===== src/iprx_pkg.sv =====
// Shared types and constants for the IPv4 receive header filter.
package iprx_pkg;

	localparam int LENGTH_BITS = 16;
	localparam int MIN_HEADER  = 20;

	typedef logic [LENGTH_BITS-1:0] len_t;

	localparam len_t COUNT_MAX = '1;

	localparam logic [7:0]  IHL_MASK    = 8'h0F;
	localparam logic [7:0]  MCAST_MASK  = 8'hF0;
	localparam logic [7:0]  MCAST_TAG   = 8'hE0;
	localparam logic [15:0] CSUM_GOOD   = 16'hFFFF;
	localparam logic [31:0] BCAST_ADDR  = {8'd255, 8'd255, 8'd255, 8'd255};
	localparam logic [3:0]  IP_VERSION4 = 4'd4;

	typedef enum logic [2:0] {
		V_ACCEPT    = 3'd0,
		V_DISABLED  = 3'd1,
		V_SHORT     = 3'd2,
		V_BAD_VER   = 3'd3,
		V_BAD_HLEN  = 3'd4,
		V_BAD_CSUM  = 3'd5,
		V_NOT_OURS  = 3'd6
	} verdict_t;

	typedef enum logic [0:0] {
		CFG_ENABLE   = 1'b0,
		CFG_OUR_ADDR = 1'b1
	} cfg_reg_t;

	// packet state as it stands once the current beat is applied
	typedef struct packed {
		len_t        len;
		logic [15:0] csum;
		logic [7:0]  vl_byte;
		logic [7:0]  protocol;
		logic [31:0] src;
		logic [31:0] dst;
	} pkt_view_t;

endpackage


===== src/iprx_byte_if.sv =====
// Byte stream channel: one packet byte per beat with a last-byte mark.
interface iprx_byte_if;
	logic       valid;
	logic       ready;
	logic [7:0] data_byte;
	logic       last_byte;

	modport source (output valid, data_byte, last_byte, input ready);
	modport sink   (input valid, data_byte, last_byte, output ready);
endinterface


===== src/iprx_result_if.sv =====
// Verdict channel: one beat per packet.
interface iprx_result_if;
	logic        valid;
	logic        ready;
	logic [2:0]  verdict;
	logic [7:0]  protocol;
	logic [31:0] source_address;
	logic [31:0] dest_address;
	logic [5:0]  header_bytes;
	logic [15:0] payload_bytes;
	logic        is_multicast;

	modport source (output valid, verdict, protocol, source_address, dest_address,
		header_bytes, payload_bytes, is_multicast, input ready);
	modport sink   (input valid, verdict, protocol, source_address, dest_address,
		header_bytes, payload_bytes, is_multicast, output ready);
endinterface


===== src/iprx_cfg_if.sv =====
// Register write channel.
interface iprx_cfg_if;
	logic        valid;
	logic        ready;
	logic [0:0]  index;
	logic [31:0] data;

	modport source (output valid, index, data, input ready);
	modport sink   (input valid, index, data, output ready);
endinterface


===== src/ipv4_rx_header_filter.sv =====
// IPv4 receive header filter: byte-wise header check with one verdict per packet.
//
//  channel | dir | beat
//  pkt     | in  | one packet byte, last_byte on the final one
//  res     | out | verdict with captured header fields, one per packet
//  cfg     | in  | register write (index 0 enable, index 1 our_address)
//
// One byte per cycle sustained while the result is not stalled. A byte is held in
// the input register, then updates the packet state; on the last byte the verdict
// is loaded into the result register at that same edge. Reset clears the valid flags,
// the configuration and all packet state. A stalled result holds the whole pipeline;
// the input register still takes a beat while it is empty.
module ipv4_rx_header_filter (
	input  logic      clk,
	input  logic      arst_n,
	iprx_byte_if.sink   pkt,
	iprx_result_if.source res,
	iprx_cfg_if.sink    cfg
);
	import iprx_pkg::*;

	logic        enable_q;
	logic [31:0] our_addr_q;

	logic        valid_s1;
	logic [7:0]  data_s1;
	logic        last_s1;

	logic        advance;
	logic        apply;
	pkt_view_t   view;

	logic [5:0]  ihl;
	len_t        ihl_w;
	logic        mcast;
	verdict_t    verdict;
	logic [15:0] payload;

	logic        res_valid_q;
	verdict_t    verdict_q;
	logic [7:0]  proto_q;
	logic [31:0] src_q;
	logic [31:0] dst_q;
	logic [5:0]  hdr_q;
	logic [15:0] payload_q;
	logic        mcast_q;

	// configuration
	assign cfg.ready = 1'b1;

	always_ff @(posedge clk or negedge arst_n) begin
		if (!arst_n) begin
			enable_q   <= 1'b0;
			our_addr_q <= '0;
		end else if (cfg.valid) begin
			unique case (cfg_reg_t'(cfg.index))
				CFG_ENABLE:   enable_q   <= cfg.data[0];
				CFG_OUR_ADDR: our_addr_q <= cfg.data;
				default:      ;
			endcase
		end
	end

	// input register
	assign advance   = !res_valid_q || res.ready;
	assign pkt.ready = !valid_s1 || advance;
	assign apply     = valid_s1 && advance;

	always_ff @(posedge clk or negedge arst_n) begin
		if (!arst_n) begin
			valid_s1 <= 1'b0;
		end else if (pkt.ready) begin
			valid_s1 <= pkt.valid;
		end
	end

	always_ff @(posedge clk) begin
		if (pkt.valid && pkt.ready) begin
			data_s1 <= pkt.data_byte;
			last_s1 <= pkt.last_byte;
		end
	end

	iprx_hdr_acc u_acc (
		.clk    (clk),
		.arst_n (arst_n),
		.apply  (apply),
		.data   (data_s1),
		.last   (last_s1),
		.view   (view)
	);

	// verdict, checks in priority order
	always_comb begin
		ihl     = {view.vl_byte[3:0] & IHL_MASK[3:0], 2'b00};
		ihl_w   = {{(LENGTH_BITS-6){1'b0}}, ihl};
		mcast   = (view.dst[31:24] & MCAST_MASK) == MCAST_TAG;
		payload = '0;
		if (!enable_q) begin
			verdict = V_DISABLED;
		end else if (view.len < len_t'(MIN_HEADER)) begin
			verdict = V_SHORT;
		end else if (view.vl_byte[7:4] != IP_VERSION4) begin
			verdict = V_BAD_VER;
		end else if (ihl < 6'(MIN_HEADER) || ihl_w > view.len) begin
			verdict = V_BAD_HLEN;
		end else if (view.csum != CSUM_GOOD) begin
			verdict = V_BAD_CSUM;
		end else if (!mcast && view.dst != our_addr_q && view.dst != BCAST_ADDR) begin
			verdict = V_NOT_OURS;
		end else begin
			verdict = V_ACCEPT;
			payload = 16'(view.len - ihl_w);
		end
	end

	// result register
	always_ff @(posedge clk or negedge arst_n) begin
		if (!arst_n) begin
			res_valid_q <= 1'b0;
		end else if (advance) begin
			res_valid_q <= apply && last_s1;
		end
	end

	always_ff @(posedge clk) begin
		if (apply && last_s1) begin
			verdict_q <= verdict;
			proto_q   <= view.protocol;
			src_q     <= view.src;
			dst_q     <= view.dst;
			hdr_q     <= ihl;
			payload_q <= payload;
			mcast_q   <= mcast;
		end
	end

	assign res.valid          = res_valid_q;
	assign res.verdict        = verdict_q;
	assign res.protocol       = proto_q;
	assign res.source_address = src_q;
	assign res.dest_address   = dst_q;
	assign res.header_bytes   = hdr_q;
	assign res.payload_bytes  = payload_q;
	assign res.is_multicast   = mcast_q;

	// a verdict only follows a last byte
	a_res_after_last: assert property (@(posedge clk) disable iff (!arst_n)
		$rose(res_valid_q) |-> $past(apply && last_s1))
		else $error("result without a last byte");

	a_payload_only_accept: assert property (@(posedge clk) disable iff (!arst_n)
		res_valid_q && verdict_q != V_ACCEPT |-> payload_q == '0)
		else $error("payload length on a dropped packet");

	a_accept_hdr: assert property (@(posedge clk) disable iff (!arst_n)
		res_valid_q && verdict_q == V_ACCEPT |-> hdr_q >= 6'(MIN_HEADER))
		else $error("accepted packet with short header");

	a_mcast_flag: assert property (@(posedge clk) disable iff (!arst_n)
		res_valid_q |-> mcast_q == ((dst_q[31:24] & MCAST_MASK) == MCAST_TAG))
		else $error("multicast flag disagrees with destination");

endmodule


===== src/iprx_hdr_acc.sv =====
// Per-packet byte counter, header checksum accumulator and field capture.
module iprx_hdr_acc (
	input  logic               clk,
	input  logic               arst_n,
	input  logic               apply,
	input  logic [7:0]         data,
	input  logic               last,
	output iprx_pkg::pkt_view_t view
);
	import iprx_pkg::*;

	len_t        cnt_q;
	logic [15:0] csum_q;
	logic [7:0]  hi_q;
	logic [7:0]  vl_q;
	logic [7:0]  proto_q;
	logic [31:0] src_q;
	logic [31:0] dst_q;

	logic [7:0]  vl;
	logic [5:0]  ihl;
	len_t        ihl_w;
	logic        in_hdr;
	logic [16:0] sum17;
	logic [15:0] csum_nxt;
	logic [7:0]  hi_nxt;
	logic [7:0]  proto_nxt;
	logic [31:0] src_nxt;
	logic [31:0] dst_nxt;
	len_t        cnt_nxt;

	always_comb begin
		vl     = (cnt_q == '0) ? data : vl_q;
		ihl    = {vl[3:0] & IHL_MASK[3:0], 2'b00};
		ihl_w  = {{(LENGTH_BITS-6){1'b0}}, ihl};
		in_hdr = cnt_q < ihl_w;

		// end-around carry: a single fold is enough for two 16-bit operands
		sum17    = {1'b0, csum_q} + {1'b0, hi_q, data};
		csum_nxt = csum_q;
		hi_nxt   = hi_q;
		if (in_hdr) begin
			if (!cnt_q[0]) begin
				hi_nxt = data;
			end else begin
				csum_nxt = sum17[15:0] + {15'd0, sum17[16]};
			end
		end

		proto_nxt = proto_q;
		src_nxt   = src_q;
		dst_nxt   = dst_q;
		if (cnt_q == len_t'(9)) begin
			proto_nxt = data;
		end else if (cnt_q >= len_t'(12) && cnt_q <= len_t'(15)) begin
			src_nxt = {src_q[23:0], data};
		end else if (cnt_q >= len_t'(16) && cnt_q <= len_t'(19)) begin
			dst_nxt = {dst_q[23:0], data};
		end

		cnt_nxt = (cnt_q != COUNT_MAX) ? cnt_q + len_t'(1) : cnt_q;

		view.len      = cnt_nxt;
		view.csum     = csum_nxt;
		view.vl_byte  = vl;
		view.protocol = proto_nxt;
		view.src      = src_nxt;
		view.dst      = dst_nxt;
	end

	always_ff @(posedge clk or negedge arst_n) begin
		if (!arst_n) begin
			cnt_q   <= '0;
			csum_q  <= '0;
			hi_q    <= '0;
			vl_q    <= '0;
			proto_q <= '0;
			src_q   <= '0;
			dst_q   <= '0;
		end else if (apply) begin
			if (last) begin
				cnt_q   <= '0;
				csum_q  <= '0;
				hi_q    <= '0;
				vl_q    <= '0;
				proto_q <= '0;
				src_q   <= '0;
				dst_q   <= '0;
			end else begin
				cnt_q   <= cnt_nxt;
				csum_q  <= csum_nxt;
				hi_q    <= hi_nxt;
				vl_q    <= vl;
				proto_q <= proto_nxt;
				src_q   <= src_nxt;
				dst_q   <= dst_nxt;
			end
		end
	end

endmodule


===== src/flat_wrapper.sv =====
// flat-port wrapper written by rule: the top's interface ports become plain ports
module ipv4_rx_header_filter_flat import iprx_pkg::*;
  (clk, arst_n, pkt_valid, pkt_data_byte, pkt_last_byte, pkt_ready, res_valid, res_verdict, res_protocol, res_source_address, res_dest_address, res_header_bytes, res_payload_bytes, res_is_multicast, res_ready, cfg_valid, cfg_index, cfg_data, cfg_ready);
  iprx_byte_if pkt_i ();
  iprx_result_if res_i ();
  iprx_cfg_if cfg_i ();
  input  logic clk;
  input  logic arst_n;
  input wire logic [$bits(pkt_i.valid)-1:0] pkt_valid;
  input wire logic [$bits(pkt_i.data_byte)-1:0] pkt_data_byte;
  input wire logic [$bits(pkt_i.last_byte)-1:0] pkt_last_byte;
  output wire logic [$bits(pkt_i.ready)-1:0] pkt_ready;
  output wire logic [$bits(res_i.valid)-1:0] res_valid;
  output wire logic [$bits(res_i.verdict)-1:0] res_verdict;
  output wire logic [$bits(res_i.protocol)-1:0] res_protocol;
  output wire logic [$bits(res_i.source_address)-1:0] res_source_address;
  output wire logic [$bits(res_i.dest_address)-1:0] res_dest_address;
  output wire logic [$bits(res_i.header_bytes)-1:0] res_header_bytes;
  output wire logic [$bits(res_i.payload_bytes)-1:0] res_payload_bytes;
  output wire logic [$bits(res_i.is_multicast)-1:0] res_is_multicast;
  input wire logic [$bits(res_i.ready)-1:0] res_ready;
  input wire logic [$bits(cfg_i.valid)-1:0] cfg_valid;
  input wire logic [$bits(cfg_i.index)-1:0] cfg_index;
  input wire logic [$bits(cfg_i.data)-1:0] cfg_data;
  output wire logic [$bits(cfg_i.ready)-1:0] cfg_ready;
  assign pkt_i.valid = pkt_valid;
  assign pkt_i.data_byte = pkt_data_byte;
  assign pkt_i.last_byte = pkt_last_byte;
  assign pkt_ready = pkt_i.ready;
  assign res_valid = res_i.valid;
  assign res_verdict = res_i.verdict;
  assign res_protocol = res_i.protocol;
  assign res_source_address = res_i.source_address;
  assign res_dest_address = res_i.dest_address;
  assign res_header_bytes = res_i.header_bytes;
  assign res_payload_bytes = res_i.payload_bytes;
  assign res_is_multicast = res_i.is_multicast;
  assign res_i.ready = res_ready;
  assign cfg_i.valid = cfg_valid;
  assign cfg_i.index = cfg_index;
  assign cfg_i.data = cfg_data;
  assign cfg_ready = cfg_i.ready;
  ipv4_rx_header_filter u_core (.clk(clk), .arst_n(arst_n), .pkt(pkt_i), .res(res_i), .cfg(cfg_i));
endmodule

===== config.mk =====
export PLATFORM = sky130hd
export DESIGN_NAME = ipv4_rx_header_filter_flat
export DESIGN_NICKNAME = d
export VERILOG_FILES = /design/src/iprx_pkg.sv /design/src/iprx_byte_if.sv /design/src/iprx_result_if.sv /design/src/iprx_cfg_if.sv /design/src/ipv4_rx_header_filter.sv /design/src/iprx_hdr_acc.sv /design/src/flat_wrapper.sv
export SDC_FILE = /design/constraint.sdc
export NUM_CORES = 1
export LEC_CHECK = 0
export ABC_CLOCK_PERIOD_IN_PS = 4900
export BUFFER_PORTS_ARGS = -buffer_cell sky130_fd_sc_hd__buf_2
export CAP_MARGIN = 20
export CORE_MARGIN = 5
export CORE_UTILIZATION = 54
export DETAILED_ROUTE_END_ITERATION = 10
export HOLD_SLACK_MARGIN = 0.12
export PLACE_DENSITY = 0.82
export SETUP_SLACK_MARGIN = 0.3
export SYNTH_ARGS = -nofsm -noshare
export SYNTH_HDL_FRONTEND = slang
export SYNTH_SLANG_ARGS = --single-unit

===== constraint.sdc =====
create_clock -name clk -period 4.9 [get_ports clk]
set_input_delay 0.245 -clock clk [delete_from_list [all_inputs] [get_ports clk]]
set_output_delay 0.245 -clock clk [all_outputs]
set_load 0.02 [all_outputs]

* Word-level counts from Yosys, hierarchy flattened
Cells that the tools add are included.
** Operators by class
- $add $sub $neg :: 4
- Multiply operators :: 0
- Divide/modulo/power cells :: 0
- Magnitude comparators :: 8
- Eq/ne operators :: 8
- Shift operators :: 0
- Multiplexer cells :: 24
- Bitwise gates (word level) :: 2
- Reductions and logical operators :: 20
** Operators by type and width (number)
- 2-to-1 mux 32 bit :: 7
- 2-to-1 mux 16 bit :: 5
- 2-to-1 mux 8 bit :: 7
- inequality test 16 bit, second input constant :: 2
- inequality test 32 bit :: 1
- inequality test 32 bit, second input constant :: 1
- adder 16 x 16 -> 17 bit :: 1
- adder 16 x 1 -> 16 bit :: 1
- adder 16 x 1 -> 16 bit, second input constant :: 1
- equality test 16 x 4 -> 1 bit, second input constant :: 1
- greater-or-equal comparator 16 x 4 -> 1 bit, second input constant :: 1
- greater-or-equal comparator 16 x 5 -> 1 bit, second input constant :: 1
- > comparator 6 x 16 -> 1 bit :: 1
- <= comparator 16 x 4 -> 1 bit, second input constant :: 1
- <= comparator 16 x 5 -> 1 bit, second input constant :: 1
- logical NOT 16 bit :: 1
- < comparator 16 x 5 -> 1 bit, second input constant :: 1
- < comparator 16 x 6 -> 1 bit :: 1
- subtractor 16 x 6 -> 16 bit :: 1
- 2-to-1 mux 3 bit :: 3
- logical AND 1 bit :: 7
- < comparator 6 x 5 -> 1 bit, second input constant :: 1
- OR reduction 6 bit :: 1
- equality test 4 bit, second input constant :: 1
- other kinds (10) :: 17
** Storage, ports and cells
- Flip-flop bits (word level) :: 260
- Bits in latches :: 0
- Bits in writable memories :: 0
- ROM bits :: 0
- Input bits :: 47
- Output and inout port bits :: 101
- Word-level logic and storage cells :: 87
- Memories kept :: 0

* Logic depth before layout (Yosys ltp)
- Word-level depth :: 14
- Mapped depth :: 22
- Mapped depth without buffers :: 21

* Hierarchy
A second synthesis with hierarchy kept.
** Second synthesis, totals
- Cell total of the unflattened synthesis :: 1049
- Area total of the unflattened synthesis :: 13071.3 um^2
** Modules (own cells, without submodules)
- iprx_hdr_acc :: instances 1, cells each 708, area an instance 7487.2 um^2, sequential area each 3002.9 um^2
- ipv4_rx_header_filter :: instances 1, cells each 341, area an instance 5584.1 um^2, sequential area each 4028.9 um^2

* Worst setup path before layout
Ideal clock, no wire load.
- Path kind :: register to register
- From :: register u_core.data_s1[0]
- To :: register u_core.payload_q[6] (netlist: u_core.res.payload_bytes[6]), data pin
- Library setup time :: 0.131 ns
- Arrival :: 4.472 ns
- Data required time :: 4.769 ns
- Path slack :: 0.298 ns
- Cell stages (with the launch flop) :: 22
- Buffers on the path :: 1
- Period minus slack after synthesis :: 4.602 ns
- Cell sequence :: edfxtp_1 -> ha_1 -> inv_1 -> fa_1 -> nand2b_1 -> a21bo_2 -> a21oi_1 -> o21a_1 -> o21ai_0 -> a21oi_1 -> o21ai_0 -> nand2b_1 -> ha_1 -> nor2b_1 -> and4_1 -> nand4bb_4 -> or4_4 -> a211oi_2 -> o211ai_1 -> a2111oi_4 -> buf_6 -> and2_1
** On the way
- Longest elaborated chain between the ends :: 7
- Elaborated cells on any way between the ends :: 19
- Those cells by class :: add/sub: 3; order compare: 3; eq/ne: 3; mux: 6; reduce/logical: 4
** RTL lines
- start: declaration :: line ipv4_rx_header_filter.sv:26 : logic [7:0] data_s1;
- start signal: assignment :: line ipv4_rx_header_filter.sv:79 : data_s1 <= pkt.data_byte;
- parallel branches: the longest is 7 deep, another holds adder 16 x 16 -> 17 bit
- end signal: assignment :: line ipv4_rx_header_filter.sv:133 : payload_q <= payload;
- end: declaration :: line ipv4_rx_header_filter.sv:45 : logic [15:0] payload_q;
Several ways; the timed one is not identified.
A chain may end at the register's enable or synchronous reset.

==> flow_summary_export.csv <==
group,metric,value,unit
clock_tree,cts_sinks,260,
worst_setup_path,cpMostUsedCell,"ha_1",
clock_tree,clkLatencyLatePin,540,ps
timing,grt_setup_unrepaired,"yes",
synth,synthesis.yosys.warnings,0,
power_and_ir_drop,leakagePower,7.085,nW
run,cap_violations,0,
cells_and_area,utilization,66.86,%
cells_and_area,drive_above_1_share,29.05,%
cells_and_area,fin_nets,1441,
cells_and_area,n_fill_cell,1838,
floorplan,initial_core_util,54.87,%
floorplan,rows,57,
global_routing,grt_use_total,25.15,%
global_routing,met2_usage,41.12,%
worst_setup_path,crit_chain,"inv_1 > ha_1 > nor3b_4 > and4_4 > mux2_2 > inv_2 > ha_1 > nand3_1 > nand3b_1 > mux2i_1 > or2_1 > nand4_1 > or4_1 > o21ai_2 > o211ai_1 > a2111oi_4 > buf_4 > buf_6 > and2_4",
run_status,status,"finished clean",
global_routing,grt_util_met1,35.63,%
worst_setup_path,cp-endpoint,"u_core.res.payload_bytes[5]",
cells_and_area,area_growth,21.85,%
worst_setup_path,worstSetupStartpoint,"u_core.u_acc.cnt_q[1]",
worst_setup_path,critPathArrivalTime,4920,ps
clock_tree,htreeDepth,1,
worst_setup_path,critical_path_class,"reg2reg",
synth,yosysSeqAreaShare,52.54,%
global_routing,grt-busiest-layer,"met2",
floorplan,dieArea,0.02803,mm²
placement,placed_cells,1593,
detailed_routing,wirelength,36420,µm
global_routing,grt_util_met3,4.008,%
worst_setup_path,regToRegSetupSlack,370,ps
placement,place.gp.congestion,0.9481,
worst_setup_path,reg2reg_depth,19,
global_routing,antenna_found_initial,0,
timing,whs,155.3,ps
synth,ys_ff_latch,260,
timing,layout_setup_ws,374.8,ps
timing,fin_crit_sh,92.35,%
worst_setup_path,cp-start-kind,"flop",
timing,fmax,221.0,MHz
worst_setup_path,end_kind,"flop",
worst_setup_path,reg2reg_from,"u_core.u_acc.cnt_q[1]",
floorplan,die_w,167.4,µm
worst_setup_path,max_stage_delay,570,ps
synth,yosys_most_used_dff,"dfrtp_1",
clock_tree,clk_pin_slew,60,ps
clock_tree,cts_max_path_buffers,3,
global_routing,grt_pass1_vias,10189,
worst_setup_path,crit_required,5300,ps
timing,fin_crit,4525,ps
placement,portBuffers,144,
placement,hpwlAfterDp,24180,µm
synth,yosys.area.top_type,"dfrtp_1",
floorplan,die_h,167.4,µm
timing,setup-violations-final,0,
synth,postSynthAreaPerCell,11.70,µm²
detailed_routing,drtIter0Drc,958,
detailed_routing,via_count,10372,
synth,synth-async-reset-ratio,59.62,%
detailed_routing,route.detailed.drc,0,
placement,pre_cts_ws,-79.15,ps
floorplan,core_area,0.02439,mm²
power_and_ir_drop,ir_drop,0.2434,mV
cells_and_area,layout.cells.non_filler,1708,
synth,synth_cells,1144,
timing,fin_skew,15.94,ps
timing,hold_viol,0,
cells_and_area,antenna_cells,0,
global_routing,grt_max_degree,78,
detailed_routing,drtAntennaViolNets,0,
synth,synth_top_area_share,28.98,%
worst_setup_path,cpMaxStageDelayCell,"or4_1",
hold_path,hp-class,"in2async",
detailed_routing,viasPerCell,6.073,
power_and_ir_drop,p_per_area,379.1,mW/mm²
worst_setup_path,r2r_end,"u_core.res.payload_bytes[5]",
floorplan,ios,148,
global_routing,grt_remaining_overflow,0,
synth,synthTopCellsByArea,"dfrtp_1, edfxtp_1, mux2_2",
synth,synth_edf_count,105,
timing,relSlewSlack,24.80,%
detailed_routing,wl_per_cell,21.32,µm
clock_tree,cts_tree,"yes",
synth,synth.distinct_cells,81,
power_and_ir_drop,p_total,0.006182,W
synth,syn-cell-area,0.01338,mm²
worst_setup_path,crit_path_max_fanout,7,
global_routing,grt_first_pass_wirelength,57270,µm
timing,worst_slew_pin_slew,1120,ps
clock_tree,numCtsBuffers,27,
detailed_routing,first_pass_iters,5,
clock_tree,cts_root_buf,"clkbuf_16",
timing,maxSlewViolCount,0,
[what timing repair did]
item / CTS / global route
buffers inserted: 9 / 9
pin swaps: 9 / 12
cloned: 0 / 1
endpoints found under the hold margin: 74 / 0
hold buffers: 47 / 0
endpoints found under the setup margin: 18 / 18
resized for setup: 25 / 27
[sequential cells by signal, summed over array words and instances (netlist names), 3 cells and up]
| register | flops |
|---|---|
| u_core.data_s1 | 8 |
| u_core.our_addr_q | 32 |
| u_core.res.dest_address | 32 |
| u_core.res.header_bytes | 4 |
| u_core.res.payload_bytes | 16 |
| u_core.res.protocol | 8 |
| u_core.res.source_address | 32 |
| u_core.res.verdict | 3 |
| u_core.u_acc.cnt_q | 16 |
| u_core.u_acc.csum_q | 16 |
| u_core.u_acc.dst_q | 32 |
| u_core.u_acc.hi_q | 8 |
| u_core.u_acc.proto_q | 8 |
| u_core.u_acc.src_q | 32 |
| u_core.u_acc.vl_q | 8 |
[metal layers]
metal	routed length (µm)	vias to the layer above
met5	0	-
li1	-	4712
met4	954	0
met1	15470	5119
met3	2477	76
met2	17510	465
[cell type report]
type | instances | area [µm²] | area share (%)
Clock inverter | 10 | 115.1 | 0.7058
Timing Repair Buffer | 253 | 1670 | 10.24
Tap cell | 324 | 405.4 | 2.486
Sequential cell | 260 | 7033 | 43.13
Inverter | 44 | 167.7 | 1.028
Multi-Input combinational cell | 778 | 6113 | 37.49
Clock buffer | 39 | 803.3 | 4.926
[worst min-delay path by stage]
stage,end,from,slack (ps)
2_1_floorplan,u_core.enable_q,arst_n,-50
3_3_place_gp,u_core.our_addr_q[17],arst_n,140
3_5_place_dp,u_core.our_addr_q[15],arst_n,150
4_1_cts,u_core.u_acc.dst_q[25],arst_n,150
5_1_grt,u_core.u_acc.dst_q[9],arst_n,190
6_report,u_core.our_addr_q[15],arst_n,160
[per-stage QoR]
stage,setup TNS (ps),area [µm²]
finish,0,16310
global route,0,16310
CTS,0,16150
detailed placement,-861.4,14580
global placement,-194.6,14580
floorplan,0,13390
[worst max-delay path, delay by kind of cell (launching register included)]
kind	cells	cell delay, ps
flops	1	460
compound gates	3	680
buf+inv	4	520
simple gates	8	1750
mux	2	600
fa+ha+maj	2	410
[placed cells by master, fill, tap and decap left out, types with 7 or more instances in the layout]
master / netlist / layout
and3_1: 13 / 13
nand3_1: 20 / 20
o21ai_0: 50 / 46
nor3_1: 12 / 11
buf_4: 6 / 60
nand2_1: 71 / 70
dlygate4sd3_1: 0 / 47
clkbuf_16: 0 / 29
nor4_1: 14 / 13
mux2_2: 92 / 92
mux2i_1: 17 / 17
a21oi_1: 32 / 31
xor2_1: 39 / 39
a21o_1: 9 / 9
nand4_1: 27 / 27
xnor2_1: 42 / 42
ha_1: 28 / 18
buf_2: 11 / 143
a22o_1: 83 / 83
o22ai_1: 11 / 11
nor2b_1: 13 / 12
dfrtp_1: 155 / 154
and2_1: 19 / 14
or3_1: 8 / 7
nor2_1: 39 / 38
edfxtp_1: 105 / 105
inv_1: 44 / 40
nand2b_1: 15 / 14
[cell families (layout without fill, tap and decap cells)]
group / Yosys count / count (layout) / synth area share [%]
other: 2 / 3 / 0.05611
DFF: 260 / 260 / 52.54
muxes: 109 / 109 / 9.012
and+or+nand+nor: 291 / 291 / 12.03
AOI/OAI and AO/OA: 264 / 264 / 14.81
xor gates and xnor gates: 81 / 81 / 5.301
buffers and inverters: 107 / 346 / 3.337
adders and majority gates: 30 / 30 / 2.917
[power by group]
| group | total [W] | switching (W) | internal [W] |
|---|---|---|---|
| Clock | 0.00210 | 0.000852 | 0.00125 |
| Combinational | 0.00151 | 0.000897 | 0.000616 |
| Sequential | 0.00257 | 0.000139 | 0.00243 |
[Yosys cell counts (all sizes together), types with 5 or more instances]
cell	instances
dfrtp	155
edfxtp	105
mux2	92
a22o	83
nand2	71
o21ai	54
inv	44
xnor2	42
clkbuf	40
nor2	39
xor2	39
a21oi	33
ha	28
nand4	27
buf	23
nand3	21
and2	19
mux2i	17
nor4	16
nand2b	15
and3	13
nor2b	13
nor3	12
o22ai	11
a21o	9
or3	9
and4	8
nor3b	8
o31ai	8
a31oi	7
o211ai	6
or2	5
(Power assumes the default switching activity.)
